--- src/rtl/lpfr_pkg.sv ---
// Shared types, constants and helpers for the LRU page frame replacer.
`default_nettype none
package lpfr_pkg;

	localparam int PAGE_W    = 31;
	localparam int STAMP_W   = 32;
	localparam int TOTAL_W   = 32;
	localparam int FIN_W     = 5;
	localparam int IDX_OUT_W = 4;

	localparam logic [FIN_W-1:0] FIN_RESET = 5'd16;

	typedef enum logic [1:0] {
		OUT_HIT     = 2'd0,
		OUT_FILL    = 2'd1,
		OUT_FAULT   = 2'd2,
		OUT_INVALID = 2'd3
	} outcome_t;

	// Scan unit control: clear accumulators, evaluate one read-back entry.
	typedef struct packed {
		logic clr;
		logic cmp;
	} scan_ctrl_t;

	function automatic logic [31:0] sat_inc(input logic [31:0] v);
		sat_inc = (v == 32'hFFFF_FFFF) ? v : v + 32'd1;
	endfunction

endpackage
`default_nettype wire

--- src/rtl/lpfr_if.sv ---
// Request and response channel interfaces of the LRU page frame replacer.
`default_nettype none
interface lpfr_req_if;
	logic               valid;
	logic               ready;
	logic signed [31:0] page_ref;

	modport source (output valid, output page_ref, input ready);
	modport sink   (input valid, input page_ref, output ready);
endinterface

interface lpfr_rsp_if;
	logic        valid;
	logic        ready;
	logic [1:0]  outcome;
	logic [3:0]  frame_index;
	logic        evicted_valid;
	logic [30:0] evicted_page;
	logic [31:0] fault_total;
	logic [31:0] counted_total;

	modport source (output valid, output outcome, output frame_index, output evicted_valid,
		output evicted_page, output fault_total, output counted_total, input ready);
	modport sink   (input valid, input outcome, input frame_index, input evicted_valid,
		input evicted_page, input fault_total, input counted_total, output ready);
endinterface
`default_nettype wire

--- src/rtl/lpfr_frame_mem.sv ---
// Frame store: page numbers and last-use stamps, one write and one read port.
`default_nettype none
module lpfr_frame_mem #(
	parameter int DEPTH = 16,
	parameter int AW    = 4
) (
	input  wire logic                          clk,
	input  wire logic                          we,
	input  wire logic [AW-1:0]                 waddr,
	input  wire logic [lpfr_pkg::PAGE_W-1:0]   wpage,
	input  wire logic [lpfr_pkg::STAMP_W-1:0]  wstamp,
	input  wire logic                          re,
	input  wire logic [AW-1:0]                 raddr,
	output logic      [lpfr_pkg::PAGE_W-1:0]   rpage,
	output logic      [lpfr_pkg::STAMP_W-1:0]  rstamp
);
	import lpfr_pkg::*;

	logic [PAGE_W-1:0]  page_mem  [DEPTH];
	logic [STAMP_W-1:0] stamp_mem [DEPTH];

	always_ff @(posedge clk) begin
		if (we) begin
			page_mem[waddr]  <= wpage;
			stamp_mem[waddr] <= wstamp;
		end
	end

	always_ff @(posedge clk) begin
		if (re) begin
			rpage  <= page_mem[raddr];
			rstamp <= stamp_mem[raddr];
		end
	end

endmodule
`default_nettype wire

--- src/rtl/lpfr_scan.sv ---
// Shared compare unit: first page match and oldest stamp over read-back frames.
`default_nettype none
module lpfr_scan #(
	parameter int AW = 4
) (
	input  wire logic                          clk,
	input  wire logic                          arst_n,
	input  wire lpfr_pkg::scan_ctrl_t          ctrl,
	input  wire logic [AW-1:0]                 idx,
	input  wire logic [lpfr_pkg::PAGE_W-1:0]   key,
	input  wire logic [lpfr_pkg::PAGE_W-1:0]   rd_page,
	input  wire logic [lpfr_pkg::STAMP_W-1:0]  rd_stamp,
	output logic                               hit,
	output logic      [AW-1:0]                 hit_idx,
	output logic      [AW-1:0]                 best_idx,
	output logic      [lpfr_pkg::PAGE_W-1:0]   best_page
);
	import lpfr_pkg::*;

	logic               hit_q;
	logic               have_q;
	logic [AW-1:0]      hit_idx_q;
	logic [AW-1:0]      best_idx_q;
	logic [PAGE_W-1:0]  best_page_q;
	logic [STAMP_W-1:0] best_stamp_q;
	logic               older;

	// strict less-than keeps the lowest index on a tie
	assign older = !have_q || (rd_stamp < best_stamp_q);

	always_ff @(posedge clk or negedge arst_n) begin
		if (!arst_n) begin
			hit_q  <= 1'b0;
			have_q <= 1'b0;
		end else if (ctrl.clr) begin
			hit_q  <= 1'b0;
			have_q <= 1'b0;
		end else if (ctrl.cmp) begin
			have_q <= 1'b1;
			if (!hit_q && rd_page == key) begin
				hit_q <= 1'b1;
			end
		end
	end

	always_ff @(posedge clk) begin
		if (ctrl.cmp) begin
			if (!hit_q && rd_page == key) begin
				hit_idx_q <= idx;
			end
			if (older) begin
				best_idx_q   <= idx;
				best_page_q  <= rd_page;
				best_stamp_q <= rd_stamp;
			end
		end
	end

	assign hit       = hit_q;
	assign hit_idx   = hit_idx_q;
	assign best_idx  = best_idx_q;
	assign best_page = best_page_q;

`ifndef SYNTH
	a_hit_sticky: assert property (@(posedge clk) disable iff (!arst_n)
		hit_q && !ctrl.clr |=> hit_q)
		else $error("scan hit flag dropped without clear");
	a_have_after_cmp: assert property (@(posedge clk) disable iff (!arst_n)
		ctrl.cmp && !ctrl.clr |=> have_q)
		else $error("scan compare did not record a candidate");
	a_clr_resets: assert property (@(posedge clk) disable iff (!arst_n)
		ctrl.clr |=> !hit_q && !have_q)
		else $error("scan clear left state behind");
`endif

endmodule
`default_nettype wire

--- src/rtl/lru_page_frame_replacer_core.sv ---
// Top level of the LRU page frame replacer: sequencer, statistics and result register.
//
//  channel | dir | payload                                                  | transfer when
//  req     | in  | page_ref (s32)                                           | valid & ready
//  rsp     | out | outcome, frame_index, evicted_valid, evicted_page,       | valid & ready
//          |     | fault_total, counted_total                               |
//  cfg     | in  | cfg_wdata = frames_in_use (5b)                           | cfg_we
//
// Scan: a valid reference is compared against its live frames after its transfer,
//   live being the number of occupied managed frames (up to 16 with 16 frames); the
//   single read port of the frame store, one frame per cycle, sets the scan length. An
//   invalid reference, or one that finds no occupied frame, skips the scan and goes
//   straight to the commit. req.ready is high only between items.
// Reset: counters, clock and fill count clear; frames_in_use returns to 16; the frame
//   store is not cleared, entries are read only after they were filled.
// Stalls: a held result blocks the final commit; no new item is taken until it commits.
`default_nettype none
module lru_page_frame_replacer_core #(
	parameter int MAX_FRAMES = 16
) (
	input  wire logic                     clk,
	input  wire logic                     arst_n,
	lpfr_req_if.sink                      req,
	lpfr_rsp_if.source                    rsp,
	input  wire logic                     cfg_we,
	input  wire logic [lpfr_pkg::FIN_W-1:0] cfg_wdata
);
	import lpfr_pkg::*;

	// Frame store address width, and a counter width that also holds a frame count.
	localparam int IW      = (MAX_FRAMES > 1) ? $clog2(MAX_FRAMES) : 1;
	localparam int CW      = (IW > FIN_W) ? IW : FIN_W;
	// frames_in_use cannot name more than 31 frames
	localparam int CAP_LIM = (MAX_FRAMES > 31) ? 31 : MAX_FRAMES;

	typedef enum logic [1:0] {
		ST_IDLE,
		ST_SCAN,
		ST_FIN
	} state_t;

	state_t             state_q;
	logic [FIN_W-1:0]   frames_in_use_q;
	logic [FIN_W-1:0]   filled_q;
	logic [31:0]        clock_q;
	logic [TOTAL_W-1:0] fault_q;
	logic [TOTAL_W-1:0] access_q;

	// per-item context, captured at the request transfer
	logic [PAGE_W-1:0]  page_q;
	logic [STAMP_W-1:0] stamp_q;
	logic               invalid_q;
	logic               full_q;
	logic [CW-1:0]      live_q;
	logic [CW-1:0]      cnt_q;
	logic               pend_q;
	logic [IW-1:0]      pidx_q;

	// result register
	logic               rsp_valid_q;
	outcome_t           outcome_q;
	logic [IDX_OUT_W-1:0] frame_index_q;
	logic               evicted_valid_q;
	logic [PAGE_W-1:0]  evicted_page_q;
	logic [TOTAL_W-1:0] fault_total_q;
	logic [TOTAL_W-1:0] counted_total_q;

	// managed frame count and occupancy
	logic [FIN_W-1:0]   cap;
	logic               full_c;
	logic [FIN_W-1:0]   live_c;

	always_comb begin
		if (frames_in_use_q == '0) begin
			cap = FIN_W'(1);
		end else if (frames_in_use_q > FIN_W'(CAP_LIM)) begin
			cap = FIN_W'(CAP_LIM);
		end else begin
			cap = frames_in_use_q;
		end
		full_c = (filled_q >= cap);
		live_c = full_c ? cap : filled_q;
	end

	logic req_xfer;
	logic issue;
	logic fin_fire;

	assign req.ready = (state_q == ST_IDLE);
	assign req_xfer  = req.valid && req.ready;
	assign issue     = (state_q == ST_SCAN) && (cnt_q < live_q);
	assign fin_fire  = (state_q == ST_FIN) && (!rsp_valid_q || rsp.ready);

	// frame store and scan unit
	scan_ctrl_t         sctrl;
	logic [PAGE_W-1:0]  rd_page;
	logic [STAMP_W-1:0] rd_stamp;
	logic               s_hit;
	logic [IW-1:0]      s_hit_idx;
	logic [IW-1:0]      s_best_idx;
	logic [PAGE_W-1:0]  s_best_page;

	assign sctrl.clr = req_xfer;
	assign sctrl.cmp = pend_q;

	// commit decision
	outcome_t           fin_outcome;
	logic [IW-1:0]      fin_idx;
	logic               fin_we;
	logic [TOTAL_W-1:0] fault_nx;
	logic [TOTAL_W-1:0] access_nx;

	always_comb begin
		fin_outcome = OUT_INVALID;
		fin_idx     = '0;
		fault_nx    = fault_q;
		access_nx   = access_q;
		if (invalid_q) begin
			fin_outcome = OUT_INVALID;
		end else if (s_hit) begin
			fin_outcome = OUT_HIT;
			fin_idx     = s_hit_idx;
			if (full_q) begin
				access_nx = sat_inc(access_q);
			end
		end else if (!full_q) begin
			// next free frame
			fin_outcome = OUT_FILL;
			fin_idx     = IW'(filled_q);
		end else begin
			fin_outcome = OUT_FAULT;
			fin_idx     = s_best_idx;
			access_nx   = sat_inc(access_q);
			fault_nx    = sat_inc(fault_q);
		end
		fin_we = fin_fire && !invalid_q;
	end

	lpfr_frame_mem #(
		.DEPTH (MAX_FRAMES),
		.AW    (IW)
	) u_mem (
		.clk    (clk),
		.we     (fin_we),
		.waddr  (fin_idx),
		.wpage  (page_q),
		.wstamp (stamp_q),
		.re     (issue),
		.raddr  (cnt_q[IW-1:0]),
		.rpage  (rd_page),
		.rstamp (rd_stamp)
	);

	lpfr_scan #(
		.AW (IW)
	) u_scan (
		.clk       (clk),
		.arst_n    (arst_n),
		.ctrl      (sctrl),
		.idx       (pidx_q),
		.key       (page_q),
		.rd_page   (rd_page),
		.rd_stamp  (rd_stamp),
		.hit       (s_hit),
		.hit_idx   (s_hit_idx),
		.best_idx  (s_best_idx),
		.best_page (s_best_page)
	);

	// sequencer, statistics and result register
	always_ff @(posedge clk or negedge arst_n) begin
		if (!arst_n) begin
			state_q         <= ST_IDLE;
			frames_in_use_q <= FIN_RESET;
			filled_q        <= '0;
			clock_q         <= '0;
			fault_q         <= '0;
			access_q        <= '0;
			pend_q          <= 1'b0;
			rsp_valid_q     <= 1'b0;
		end else begin
			if (cfg_we) begin
				frames_in_use_q <= cfg_wdata;
			end
			pend_q <= issue;
			// a commit refills the result slot in the cycle it drains
			if (fin_fire) begin
				rsp_valid_q <= 1'b1;
			end else if (rsp.ready) begin
				rsp_valid_q <= 1'b0;
			end
			case (state_q)
				ST_IDLE: begin
					if (req_xfer) begin
						if (req.page_ref[31] || live_c == '0) begin
							state_q <= ST_FIN;
						end else begin
							state_q <= ST_SCAN;
						end
					end
				end
				ST_SCAN: begin
					// last read returned and compared
					if (!issue && !pend_q) begin
						state_q <= ST_FIN;
					end
				end
				ST_FIN: begin
					if (fin_fire) begin
						state_q     <= ST_IDLE;
						fault_q     <= fault_nx;
						access_q    <= access_nx;
						if (!invalid_q) begin
							clock_q <= sat_inc(clock_q);
						end
						if (fin_outcome == OUT_FILL) begin
							filled_q <= filled_q + FIN_W'(1);
						end
					end
				end
				default: begin
					state_q <= ST_IDLE;
				end
			endcase
		end
	end

	// payload registers, no reset
	always_ff @(posedge clk) begin
		if (req_xfer) begin
			page_q    <= req.page_ref[PAGE_W-1:0];
			stamp_q   <= clock_q;
			invalid_q <= req.page_ref[31];
			full_q    <= full_c;
			live_q    <= CW'(live_c);
			cnt_q     <= '0;
		end else if (issue) begin
			cnt_q <= cnt_q + CW'(1);
		end
		pidx_q <= cnt_q[IW-1:0];
		if (fin_fire) begin
			outcome_q       <= fin_outcome;
			frame_index_q   <= IDX_OUT_W'(fin_idx);
			evicted_valid_q <= (fin_outcome == OUT_FAULT);
			evicted_page_q  <= (fin_outcome == OUT_FAULT) ? s_best_page : '0;
			fault_total_q   <= fault_nx;
			counted_total_q <= access_nx;
		end
	end

	assign rsp.valid         = rsp_valid_q;
	assign rsp.outcome       = outcome_q;
	assign rsp.frame_index   = frame_index_q;
	assign rsp.evicted_valid = evicted_valid_q;
	assign rsp.evicted_page  = evicted_page_q;
	assign rsp.fault_total   = fault_total_q;
	assign rsp.counted_total = counted_total_q;

`ifndef SYNTH
	a_filled_bound: assert property (@(posedge clk) disable iff (!arst_n)
		filled_q <= FIN_W'(CAP_LIM))
		else $error("fill count beyond frame store");
	a_clock_mono: assert property (@(posedge clk) disable iff (!arst_n)
		state_q != ST_FIN |=> clock_q == $past(clock_q))
		else $error("use clock moved outside commit");
	a_fill_step: assert property (@(posedge clk) disable iff (!arst_n)
		fin_fire && fin_outcome == OUT_FILL |=> filled_q == $past(filled_q) + FIN_W'(1))
		else $error("fill did not advance fill count");
	a_pend_in_scan: assert property (@(posedge clk) disable iff (!arst_n)
		pend_q |-> state_q == ST_SCAN)
		else $error("frame read returned outside scan");
`endif

endmodule
`default_nettype wire
--- src/flat_wrapper.sv ---
// flat-port wrapper written by rule: the top's interface ports become plain ports
module lru_page_frame_replacer_core_flat import lpfr_pkg::*;
#(
	parameter int MAX_FRAMES = 16
)
  (clk, arst_n, cfg_we, cfg_wdata, req_valid, req_page_ref, req_ready, rsp_valid, rsp_outcome, rsp_frame_index, rsp_evicted_valid, rsp_evicted_page, rsp_fault_total, rsp_counted_total, rsp_ready);
  lpfr_req_if req_i ();
  lpfr_rsp_if rsp_i ();
  input  wire logic clk;
  input  wire logic arst_n;
  input  wire logic cfg_we;
  input  wire logic [lpfr_pkg::FIN_W-1:0] cfg_wdata;
  input wire logic [$bits(req_i.valid)-1:0] req_valid;
  input wire logic [$bits(req_i.page_ref)-1:0] req_page_ref;
  output wire logic [$bits(req_i.ready)-1:0] req_ready;
  output wire logic [$bits(rsp_i.valid)-1:0] rsp_valid;
  output wire logic [$bits(rsp_i.outcome)-1:0] rsp_outcome;
  output wire logic [$bits(rsp_i.frame_index)-1:0] rsp_frame_index;
  output wire logic [$bits(rsp_i.evicted_valid)-1:0] rsp_evicted_valid;
  output wire logic [$bits(rsp_i.evicted_page)-1:0] rsp_evicted_page;
  output wire logic [$bits(rsp_i.fault_total)-1:0] rsp_fault_total;
  output wire logic [$bits(rsp_i.counted_total)-1:0] rsp_counted_total;
  input wire logic [$bits(rsp_i.ready)-1:0] rsp_ready;
  assign req_i.valid = req_valid;
  assign req_i.page_ref = req_page_ref;
  assign req_ready = req_i.ready;
  assign rsp_valid = rsp_i.valid;
  assign rsp_outcome = rsp_i.outcome;
  assign rsp_frame_index = rsp_i.frame_index;
  assign rsp_evicted_valid = rsp_i.evicted_valid;
  assign rsp_evicted_page = rsp_i.evicted_page;
  assign rsp_fault_total = rsp_i.fault_total;
  assign rsp_counted_total = rsp_i.counted_total;
  assign rsp_i.ready = rsp_ready;
  lru_page_frame_replacer_core #(.MAX_FRAMES(MAX_FRAMES)) u_core (.clk(clk), .arst_n(arst_n), .req(req_i), .rsp(rsp_i), .cfg_we(cfg_we), .cfg_wdata(cfg_wdata));
endmodule
--- config.mk ---
export PLATFORM = sky130hd
export DESIGN_NAME = lru_page_frame_replacer_core_flat
export DESIGN_NICKNAME = d
export VERILOG_FILES = /design/src/rtl/lpfr_pkg.sv /design/src/rtl/lpfr_if.sv /design/src/rtl/lpfr_frame_mem.sv /design/src/rtl/lpfr_scan.sv /design/src/rtl/lru_page_frame_replacer_core.sv /design/src/flat_wrapper.sv
export SDC_FILE = /design/constraint.sdc
export NUM_CORES = 2
export LEC_CHECK = 0
export ABC_AREA = 0
export CAP_MARGIN = 20
export CORE_MARGIN = 3
export CORE_UTILIZATION = 45
export CTS_CLUSTER_DIAMETER = 120
export DETAILED_ROUTE_END_ITERATION = 8
export DONT_BUFFER_PORTS = 1
export GPL_ROUTABILITY_DRIVEN = 0
export SLEW_MARGIN = 20
export SYNTH_ARGS = -nofsm -noshare
export SYNTH_HDL_FRONTEND = slang
export SYNTH_HIERARCHICAL = 1
export SYNTH_SLANG_ARGS = --single-unit
--- constraint.sdc ---
create_clock -name clk -period 10.5 [get_ports clk]
set_input_delay 1.575 -clock clk [delete_from_list [all_inputs] [get_ports clk]]
set_output_delay 1.575 -clock clk [all_outputs]
set_load 0.005 [all_outputs]
==> results_dict.tcl <==
set metrics [dict create \
    hold_viol 0 \
    setup_violations 0 \
    p_total_mw 14.1 \
    cp.required_ns 10.86 \
    wl_met1_mm 49.6 \
    grt_max_degree 113 \
    slew_headroom 0.235 \
    crit_arrival_ns 4.80 \
    period_share 0.423 \
    worstHoldPathType "flip-flop to flip-flop" \
    routed.top_layer "met5" \
    fin_ws_ns 6.06 \
    syn_area_mm2 0.0553 \
    ant_nets 0 \
    cts_buffers 145 \
    gr-usage-all-layers 0.187 \
    yosys.cell_types.count 68 \
    cts_resized 0 \
    ys_seq_area_frac 0.768 \
    start_util 0.457 \
    ios 146 \
    cts_tree "yes" \
    cp-end-kind "flip-flop" \
    crit_start "rsp_ready" \
    wl_mm 117 \
    synth_seq_cells 1435 \
    yosysWarnings 6 \
    nets 2946 \
    start_kind "input pin" \
    fin_util 0.510 \
    vias 26300 \
    grt_overflow_total 0 \
    synth_top_area_share 0.714 \
    die_w_um 356 \
    synthCells 2782 \
    cap_viol_max_count 0 \
    synth-edff-count 1314 \
    critical_path.max_stage_delay_ns 0.87 \
    synth.most_common_cell "edfxtp_1" \
    grt_pass1_wl_mm 176 \
    place_area_mm2 0.0572 \
    drc 0 \
    grt_pass1_vias 27400 \
    crit_fanout 35 \
    finClkSkew_ns 0.0264 \
    post_cts_buffers 0 \
    final.min_clock_period_ns 4.44 \
    place_ws_ns 5.29 \
    crit_type "input pin to flip-flop" \
    drive_above_1_share 0.185 \
    die_area_mm2 0.127 \
    r2r-start "u_core/full_q" \
    cts_max_level 4 \
    wl_per_cell_um 25.5 \
    power_leakage_nw 20.1 \
    drtPass1Iterations 8 \
    fmax_mhz 225 \
    status "complete, no violations" \
    synth_nets 2869 \
    rsz0062_at_grt "no" \
    root_buffer "clkbuf_16" \
    cts_max_path_buffers 3 \
    synth_area_leader_cell "edfxtp_1" \
    multiInputGateArea_mm2 0.0122 \
    synthToLayoutAreaGrowth_pct 11.7 \
    routed-wl-met3_mm 8.36 \
    seq_area_mm2 0.0424 \
    async_flop_share 0.0780 \
    peakVddDrop_uv 143 \
    die_h_um 356 \
    slew_violations 0 \
    drt_iter0_markers 2412 \
    hold_buffers 0 \
    ys_top_cells_by_count "edfxtp_1 (1314), mux4_2 (252), nand2_1 (136)" \
    vias_per_cell 5.74 \
    portBuffers 0 \
    fill_cells 9488 \
    dpl.hpwl_mm 65.0 \
    antenna_found_initial 3 \
    synth_top_flop_cell "edfxtp_1" \
    setup_tns_ns 0 \
    cp_slowest_cell "nor2_4" \
    cp_cell_sequence "nand2b_1, nand3_1, inv_1, or3b_2, nor2_4, buf_4" \
    clkLatencyLatePin_ns 0.73 \
    clkSinkCount 1435 \
    synth_area_leaders "edfxtp_1 (71%), mux4_2 (10%), dfrtp_1 (5.0%)" \
    p_per_area_mw_per_mm2 229 \
    num_rows 127 \
    wl_met2_mm 57.1 \
    coreArea_mm2 0.121 \
    min_from "u_core/pidx_q[1]" \
    stdcell_area_mm2 0.0617 \
    tightest_slew_ns 1.13 \
    path_clk_slew_ns 0.06 \
    syn_avg_cell_area_um2 19.9 \
]
## placed cells by master (no fill, tap or decap), types with 33 or more instances in the layout
| cell | count |
|---|---|
| nor2_1 | 51 |
| clkbuf_16 | 151 |
| xor2_1 | 94 |
| nor3_1 | 34 |
| ha_1 | 45 |
| mux4_2 | 252 |
| edfxtp_1 | 1314 |
| dfrtp_1 | 111 |
| clkbuf_1 | 33 |
| nand4_1 | 57 |
| inv_1 | 49 |
| buf_4 | 43 |
| clkinv_1 | 34 |
| nand2_1 | 136 |
| and2_1 | 37 |
| nand3_1 | 51 |
| xnor2_1 | 93 |
| a22oi_1 | 126 |
## stage by stage
| stage | cells | hold WS, ns |
|---|---|---|
| after floorplan | 2782 | 0.394 |
| after global placement | 4324 | 0.418 |
| after detailed placement | 4324 | 0.414 |
| after CTS | 4587 | 0.419 |
| after global routing | 4588 | 0.439 |
| final | 4589 | 0.421 |
## power breakdown
part	switching (mW)	internal [mW]	leakage, nW
registers	0.445	6.99	13.5
clock network	2.07	2.80	2.22
logic	1.05	0.783	4.36
## critical path: cells and delay by family
family        cells  cell delay, ns
buf+inv           2            1.00
simple gates      4            2.17
## cell families (layout without fill, tap and decap cells)
kind of cell,count (synthesis),count (layout),synth area share
mux,274,274,0.107
buf+inv,166,359,0.0147
flops,1435,1435,0.768
compound gates,190,190,0.0249
other cells,0,2,0
fa+ha+maj,45,45,0.0102
simple gates,485,485,0.0459
xor+xnor,187,187,0.0296
## registers in the layout (all words and copies together), names as in the netlist, 32 cells and up
register / flops
u_core/access_q: 32
u_core/clock_q: 32
u_core/fault_q: 32
u_core/rsp.counted_total: 32
u_core/rsp.fault_total: 32
u_core/stamp_q: 32
u_core/u_mem/page_mem: 496
u_core/u_mem/rstamp: 32
u_core/u_mem/stamp_mem: 512
u_core/u_scan/best_stamp_q: 32
## routing by layer
metal	vias to the layer above	track usage
li1	11400	-
met1	13900	0.258
met2	881	0.302
met3	157	0.0420
met4	2	0.0485
met5	-	0
## worst paths after layout
kind / endpoint / slack [ns] / depth (start not counted)
max in group asynchronous: u_core/frames_in_use_q[4] / 9.71 / 0
min in group asynchronous: u_core/access_q[31] / 0.55 / 0
setup reg to reg: u_core/u_mem/page_mem[11][20] / 6.14 / 7
hold reg to reg: u_core/u_scan/best_idx[1] / 0.42 / 0
hold / removal: u_core/u_scan/best_idx[1] / 0.42 / 0
setup / recovery: u_core/u_mem/page_mem[3][16] / 6.06 / 6
## area by class of cell
type	instances	share of cell area
timing repair buffer	44	0.00555
tap	1612	0.0327
inverter	52	0.00324
clock buffer	190	0.0646
clock inverter	73	0.00886
sequential	1435	0.688
multi-input combinational	1181	0.197
antenna	2	0.0000811
Note: power is estimated with default switching activity, not from simulation.
